File: src/bsim_pkg.sv
`timescale 1ns / 1ps
// types and constants shared by the bank switch irq mapper
package bsim_pkg;

  localparam int PATTERN_SLOTS = 8;
  localparam int SLOT_W        = $clog2(PATTERN_SLOTS);
  localparam int MAP_ADDR_W    = 22;
  localparam int CFG_INDEX_W   = 3;
  localparam int CFG_DATA_W    = 8;

  typedef enum logic [1:0] {
    OP_WRITE = 2'd0,
    OP_TICK  = 2'd1,
    OP_CPU   = 2'd2,
    OP_PPU   = 2'd3
  } op_t;

  typedef enum logic [1:0] {
    MIRROR_VERTICAL   = 2'd0,
    MIRROR_HORIZONTAL = 2'd1,
    MIRROR_SINGLE_0   = 2'd2,
    MIRROR_SINGLE_1   = 2'd3
  } mirror_t;

  // bus register selects, address bits 3..0
  localparam logic [3:0] REG_PRG_BANK = 4'h8;
  localparam logic [3:0] REG_MIRROR   = 4'h9;
  localparam logic [3:0] REG_IRQ_CTRL = 4'hA;
  localparam logic [3:0] REG_RELOAD_L = 4'hB;
  localparam logic [3:0] REG_RELOAD_H = 4'hC;
  localparam logic [3:0] REG_WRAM_EN  = 4'hD;

  // configuration port indexes
  localparam logic [CFG_INDEX_W-1:0] CFG_PRG_AND   = 3'd0;
  localparam logic [CFG_INDEX_W-1:0] CFG_PRG_OR    = 3'd1;
  localparam logic [CFG_INDEX_W-1:0] CFG_CHR_AND   = 3'd2;
  localparam logic [CFG_INDEX_W-1:0] CFG_CHR_OR    = 3'd3;
  localparam logic [CFG_INDEX_W-1:0] CFG_WRAM_ALWS = 3'd4;

  localparam int WRAM_EN_BIT = 5;

  typedef struct packed {
    op_t         op;
    logic [15:0] address;
    logic [7:0]  write_data;
  } req_t;

  typedef struct packed {
    logic                  irq_active;
    logic [MAP_ADDR_W-1:0] mapped_address;
    logic                  mapped_valid;
  } rsp_t;

endpackage

File: src/bank_switch_irq_mapper_unit.sv
`timescale 1ns / 1ps
// bank switch irq mapper: register file, cycle counter and address translation
// an accepted request's result is in the output register in the next cycle
// throughput: one request per cycle unless stalled (single result register stage)
// in_stall is high only while a finished result waits and out_stall holds it
// reset (rst, synchronous): masks to pass-through, banks to reset values, irq cleared
// no clearing pass after reset; requests are taken as soon as rst is released
module bank_switch_irq_mapper_unit
  import bsim_pkg::*;
(
  input  logic                   clk,
  input  logic                   rst,
  input  logic                   cfg_write_en,
  input  logic [CFG_INDEX_W-1:0] cfg_index,
  input  logic [CFG_DATA_W-1:0]  cfg_data,
  input  logic                   in_valid,
  output logic                   in_stall,
  input  req_t                   in_req,
  output logic                   out_valid,
  input  logic                   out_stall,
  output rsp_t                   out_rsp
);

  logic [7:0]  prg_and_mask;
  logic [7:0]  prg_or_mask;
  logic [7:0]  chr_and_mask;
  logic [7:0]  chr_or_mask;
  logic        wram_always_on;

  logic [7:0]  program_bank;
  logic [7:0]  pattern_banks [PATTERN_SLOTS];
  mirror_t     mirror_mode;
  logic [15:0] cycle_counter;
  logic [15:0] reload_value;
  logic        irq_enable;
  logic        wram_enable;
  logic        irq_line;

  logic [15:0] cycle_counter_next;
  logic        irq_enable_next;
  logic        irq_line_next;
  logic [15:0] counter_dec;

  logic        accept;
  logic [3:0]  sel;
  logic [13:0] ppu_addr;
  logic [7:0]  cpu_bank;
  logic [7:0]  chr_bank;
  logic        nt_page;
  rsp_t        result;

  assign accept   = in_valid && !in_stall;
  assign in_stall = out_valid && out_stall;
  assign sel      = in_req.address[3:0];
  assign ppu_addr = in_req.address[13:0];

  // configuration registers
  always_ff @(posedge clk) begin
    if (rst) begin
      prg_and_mask   <= 8'hFF;
      prg_or_mask    <= 8'h00;
      chr_and_mask   <= 8'hFF;
      chr_or_mask    <= 8'h00;
      wram_always_on <= 1'b0;
    end else if (cfg_write_en) begin
      case (cfg_index)
        CFG_PRG_AND:   prg_and_mask   <= cfg_data;
        CFG_PRG_OR:    prg_or_mask    <= cfg_data;
        CFG_CHR_AND:   chr_and_mask   <= cfg_data;
        CFG_CHR_OR:    chr_or_mask    <= cfg_data;
        CFG_WRAM_ALWS: wram_always_on <= cfg_data[0];
        default: ;
      endcase
    end
  end

  // counter and irq next state
  always_comb begin
    counter_dec        = cycle_counter - 16'd1;
    cycle_counter_next = cycle_counter;
    irq_enable_next    = irq_enable;
    irq_line_next      = irq_line;
    case (in_req.op)
      OP_WRITE: begin
        if (sel == REG_IRQ_CTRL) begin
          irq_enable_next    = in_req.write_data[0];
          cycle_counter_next = reload_value;
          irq_line_next      = in_req.write_data[0] && (reload_value == 16'd0);
        end
      end
      OP_TICK: begin
        if (irq_enable) begin
          cycle_counter_next = counter_dec;
          // ticks only ever raise the line
          if (counter_dec == 16'd0) begin
            irq_line_next = 1'b1;
          end
        end
      end
      default: ;
    endcase
  end

  // bus register file and counter state
  always_ff @(posedge clk) begin
    if (rst) begin
      program_bank  <= 8'd0;
      mirror_mode   <= MIRROR_VERTICAL;
      cycle_counter <= 16'd0;
      reload_value  <= 16'd0;
      irq_enable    <= 1'b0;
      wram_enable   <= 1'b0;
      irq_line      <= 1'b0;
      for (int i = 0; i < PATTERN_SLOTS; i++) begin
        pattern_banks[i] <= 8'(i);
      end
    end else if (accept) begin
      cycle_counter <= cycle_counter_next;
      irq_enable    <= irq_enable_next;
      irq_line      <= irq_line_next;
      if (in_req.op == OP_WRITE) begin
        if (!sel[3]) begin
          pattern_banks[sel[SLOT_W-1:0]] <= in_req.write_data;
        end
        case (sel)
          REG_PRG_BANK: program_bank       <= in_req.write_data;
          REG_MIRROR:   mirror_mode        <= mirror_t'(in_req.write_data[1:0]);
          REG_RELOAD_L: reload_value[7:0]  <= in_req.write_data;
          REG_RELOAD_H: reload_value[15:8] <= in_req.write_data;
          REG_WRAM_EN:  wram_enable        <= in_req.write_data[WRAM_EN_BIT];
          default: ;
        endcase
      end
    end
  end

  // address translation
  always_comb begin
    // upper cpu window is fixed to the last bank
    if (in_req.address[14]) begin
      cpu_bank = prg_and_mask | prg_or_mask;
    end else begin
      cpu_bank = (program_bank & prg_and_mask) | prg_or_mask;
    end
    chr_bank = (pattern_banks[ppu_addr[12:10]] & chr_and_mask) | chr_or_mask;
    case (mirror_mode)
      MIRROR_VERTICAL:   nt_page = ppu_addr[10];
      MIRROR_HORIZONTAL: nt_page = ppu_addr[11];
      MIRROR_SINGLE_0:   nt_page = 1'b0;
      default:           nt_page = 1'b1;
    endcase

    result.irq_active     = irq_line_next;
    result.mapped_address = '0;
    result.mapped_valid   = 1'b0;
    case (in_req.op)
      OP_CPU: begin
        if (in_req.address[15]) begin
          result.mapped_address = {cpu_bank, in_req.address[13:0]};
          result.mapped_valid   = 1'b1;
        end else if (in_req.address[14:13] == 2'b11 && (wram_enable || wram_always_on)) begin
          result.mapped_address = {9'd0, in_req.address[12:0]};
          result.mapped_valid   = 1'b1;
        end
      end
      OP_PPU: begin
        result.mapped_valid = 1'b1;
        if (!ppu_addr[13]) begin
          result.mapped_address = {4'd0, chr_bank, ppu_addr[9:0]};
        end else begin
          // nametable range, including the mirror above it
          result.mapped_address = {11'd0, nt_page, ppu_addr[9:0]};
        end
      end
      default: ;
    endcase
  end

  // result register
  always_ff @(posedge clk) begin
    if (rst) begin
      out_valid <= 1'b0;
    end else if (accept) begin
      out_valid <= 1'b1;
    end else if (!out_stall) begin
      out_valid <= 1'b0;
    end
  end

  always_ff @(posedge clk) begin
    if (accept) begin
      out_rsp <= result;
    end
  end

  // irq line drops only through a write to the irq control register
  assert property (@(posedge clk) disable iff (rst)
    $fell(irq_line) |-> $past(accept && in_req.op == OP_WRITE && sel == REG_IRQ_CTRL))
    else $error("irq line cleared without an irq control write");

  // a miss always carries a zero offset
  assert property (@(posedge clk) disable iff (rst)
    out_valid && !out_rsp.mapped_valid |-> out_rsp.mapped_address == '0)
    else $error("unmapped result with nonzero offset");

  // the counter moves only on an accepted request
  assert property (@(posedge clk) disable iff (rst)
    !$past(rst) && !$past(accept) |-> $stable(cycle_counter))
    else $error("cycle counter changed without a request");

  // a disabled counter never raises the line
  assert property (@(posedge clk) disable iff (rst)
    $rose(irq_line) |-> $past(in_req.op == OP_WRITE) || $past(irq_enable))
    else $error("irq line raised by a tick while disabled");

endmodule
File: config.mk
export PLATFORM = sky130hd
export DESIGN_NAME = bank_switch_irq_mapper_unit
export DESIGN_NICKNAME = d
export VERILOG_FILES = /design/src/bsim_pkg.sv /design/src/bank_switch_irq_mapper_unit.sv
export SDC_FILE = /design/constraint.sdc
export NUM_CORES = 1
export LEC_CHECK = 0
export ABC_AREA = 1
export BUFFER_PORTS_ARGS = -buffer_cell sky130_fd_sc_hd__buf_2
export CAP_MARGIN = 20
export CORE_MARGIN = 5
export CORE_UTILIZATION = 64
export CTS_CLUSTER_SIZE = 10
export DETAILED_ROUTE_END_ITERATION = 8
export PLACE_DENSITY = 0.85
export SKIP_LAST_GASP = 1
export SLEW_MARGIN = 20
export SYNTH_ARGS = -nofsm -noshare
export SYNTH_HDL_FRONTEND = slang
export SYNTH_SLANG_ARGS = --single-unit
File: constraint.sdc
create_clock -name clk -period 7 [get_ports clk]
set_clock_uncertainty 0.2 [all_clocks]
set_input_delay 0.35 -clock clk [delete_from_list [all_inputs] [get_ports clk]]
set_output_delay 0.35 -clock clk [all_outputs]
set_load 0.005 [all_outputs]
==> results by group <==
STA
  • Setup TNS Final: 0 ns
  • Worst Tran Pin Value: 0.894 ns
  • Crit path time final: 2.66 ns
  • Worst slew margin: 0.401
  • Slew Viols, Final: 0
  • Final worst-path setup slack: 4.34 ns
  • Final Hold Violating Endpoints: 0
  • Maximum clock rate: 377 MHz
  • Final setup vio count: 0
  • RSZ-0062 raised after global routing: false
  • Tcrit/Tclk final: 0.379

Synthesis
  • Synth Register Bits: 167
  • Synth Area in Compound Gates: 0.160
  • Sequential area share after synthesis: 0.566
  • Synth unique cells: 40
  • Post-synth top area share: 0.354
  • Synth Flop Type: edfxtp_1
  • Mux share of post-synthesis cell area: 0
  • Synth Area in XOR/XNOR: 0.00352
  • Synthesized net count: 898
  • Async S/R FF share, synth: 0
  • Main combinational cell family by area after synthesis: simple AND/OR/NAND/NOR gates
  • Top post-synthesis cells by area: edfxtp_1, dfxtp_1, nand2_1
  • Area leader, netlist: edfxtp_1
  • Cells after synthesis: 854
  • EDFF count, synth: 88
  • Yosys Warn Count: 0
  • Post-Synth Adder-Cell Area: 0.00335
  • Syn_area_per_cell: 8.74 um^2
  • Simple-Gate Fraction of Synth Area: 0.201
  • Synthesized area: 7460 um^2

Power and ir drop
  • Cell leakage power: 3.63 nW
  • PD cells: 253 nW/um^2
  • Power Internal: 1.64 mW
  • Total power: 2.14 mW
  • Combinational share of power: 0.077
  • Switching fraction of total power: 0.235
  • Maximum vdd drop: 333 uV
  • Flop pwr share: 0.500
  • P_sw: 0.502 mW
  • Clock share of power: 0.424

Place
  • Final HPWL DP: 12800 um
  • Gpl congestion: 0.914
  • Worst slack at placement: 4.27 ns
  • PortBufs: 67

Worst hold path
  • Worst hold path startpoint: cfg_data[7]
  • Hold Crit Class: primary input to flop

Worst setup path
  • Kind of critical path: flop to flop
  • Critical Path Source Type: flop
  • Worst setup path startpoint: out_valid
  • R2r startpoint: out_valid
  • CP endpoint kind: flop
  • Worst-path fanout max: 27
  • CP Data Arrival Time: 2.56 ns
  • WP data required: 6.90 ns

Cells and area
  • N_diodes: 0
  • Area Growth Syn to Fin: 13.4%
  • FILL cells: 791
  • Layout cell share with drive strength beyond 1: 0.145
  • Nets: 954

Clock network
  • Clock Sinks: 167
  • Clk root buf: clkbuf_16
  • Reg clk slew, reported paths: 0.06 ns
  • Clock buffer count from CTS: 17
  • # H-tree levels: 4
  • Setup Buffers After CTS: 0
  • CTS tree: done
  • CTS Buffer Depth: 2
  • Later-pin clock latency in the skew report: 0.43 ns

Status
  • Status: completed

Route
  • Post-DRT Antenna Nets: 0
  • Drt pass-1 iters: 5
  • DR iter-0 viols: 860
  • Drt total wl: 18800 um
  • # DRC: 0
  • Per-cell routed wire length: 17.7 um
  • DR vias: 6223
  • Vias per cell: 5.84

Floorplanning
  • Top Ports: 68
  • Row count: 39
  • Die area: 13900 um^2
  • Starting Density: 0.654
  • Die width: 118 um
  • Core area: 11400 um^2
  • Die height: 118 um

GRT
  • Gr usage total: 0.273
  • Vias in the first global route: 5845
  • Initial antenna violation count: 0
  • Pin count of the biggest net entering global routing: 71
  • Overflow after GRT: 0
  • First-pass GRT wire length: 30200 um

Job
  • Max Cap Viol: 0
power by group through the flow:
stage / sequential [mW] / combinational, mW / clock [mW]
after floorplan: 1.09 / 0.0968 / 0
after global placement: 1.09 / 0.154 / 0
after detailed placement: 1.09 / 0.157 / 0
after CTS: 1.07 / 0.162 / 0.902
after global routing: 1.07 / 0.180 / 0.951
final: 1.07 / 0.164 / 0.907
metal layers:
layer	vias up	GRT usage	wire length, um
met5	-	0	0
met4	0	0.0896	450
met3	42	0.0654	1620
met2	284	0.438	9110
met1	2892	0.368	7670
li1	3005	-	-
path summary, 6_finish.rpt:
check,endpoint,slack (ns),cells past startpoint
min,chr_and_mask[7],0.0005,3
max reg2reg,pattern_banks[4][5],4.34,11
max,pattern_banks[4][5],4.34,11
min reg2reg,prg_and_mask[6],0.25,2
synthesized netlist by cell type (5+ instances only):
cell type,n
nor2_1,133
o211ai_1,6
buf_2,5
o221ai_1,10
o21ai_0,98
edfxtp_1,88
inv_2,11
a21oi_1,63
o22ai_1,6
nand2_1,141
nand3_1,46
inv_1,75
clkbuf_1,28
dfxtp_1,79
a221oi_2,7
nor2_2,8
placed cells by master (no fill, tap or decap), types with 7 or more instances in the layout:
cell,count
a221oi_2,7
edfxtp_1,88
inv_2,11
o221ai_1,10
nand2_1,141
nor2_1,133
inv_1,75
clkbuf_16,19
o21ai_0,98
dfxtp_1,79
nor2_2,8
nand3_1,46
buf_2,67
a21oi_1,63
dlygate4sd3_1,7
critical path, stage by stage, from the launching register on:
cell	delay [ns]
dfxtp_1	0.31
nand2_1	0.09
inv_2	0.07
nor2_8	0.37
nand2_2	0.19
nor3_1	0.21
inv_1	0.10
nor2_1	0.17
inv_2	0.09
nor2_1	0.16
inv_2	0.10
nand2_1	0.26
what timing repair did:
item,4_1_cts,5_1_grt
hold endpoints to repair,7,0
hold buffers,7,0
gates resized for setup,0,0
cell families after synthesis:
logic type	after synthesis
AND/OR/NAND/NOR	352
AO/OA/AOI/OAI	205
flip-flops	167
buffers and inverters	125
XOR/XNOR	3
adder cells (fa/ha/maj)	2
state kept, by name, indices dropped and copies added (netlist names):
name and flops:
pattern_banks 64, out_rsp 24, cycle_counter 16, reload_value 16, chr_and_mask 8, chr_or_mask 8
prg_and_mask 8, prg_or_mask 8, program_bank 8, mirror_mode 2, irq_enable 1, irq_line 1
out_valid 1, wram_always_on 1, wram_enable 1
per-stage QoR:
stage / hold slack, ns / utilization / cells / cell area (um^2)
5_1_grt: 0.00816 / 0.741 / 1066 / 8460
3_3_place_gp: 0.232 / 0.685 / 1027 / 7820
3_5_place_dp: 0.240 / 0.685 / 1027 / 7820
2_1_floorplan: 0.223 / - / 854 / 7460
6_report: 0.000491 / 0.741 / 1066 / 8460
4_1_cts: 0.000933 / 0.741 / 1066 / 8460
cell type report:
cell class                      count  area, um^2  share of cell area
Sequential cell                   167        4220               0.499
Multi-Input combinational cell    562        2740               0.324
Clock buffer                       25         538              0.0636
Timing Repair Buffer               75         413              0.0488
Inverter                           87         327              0.0386
Tap cell                          143         179              0.0211
Clock inverter                      7        37.5             0.00444
Note: power is estimated with default switching activity, not from simulation.
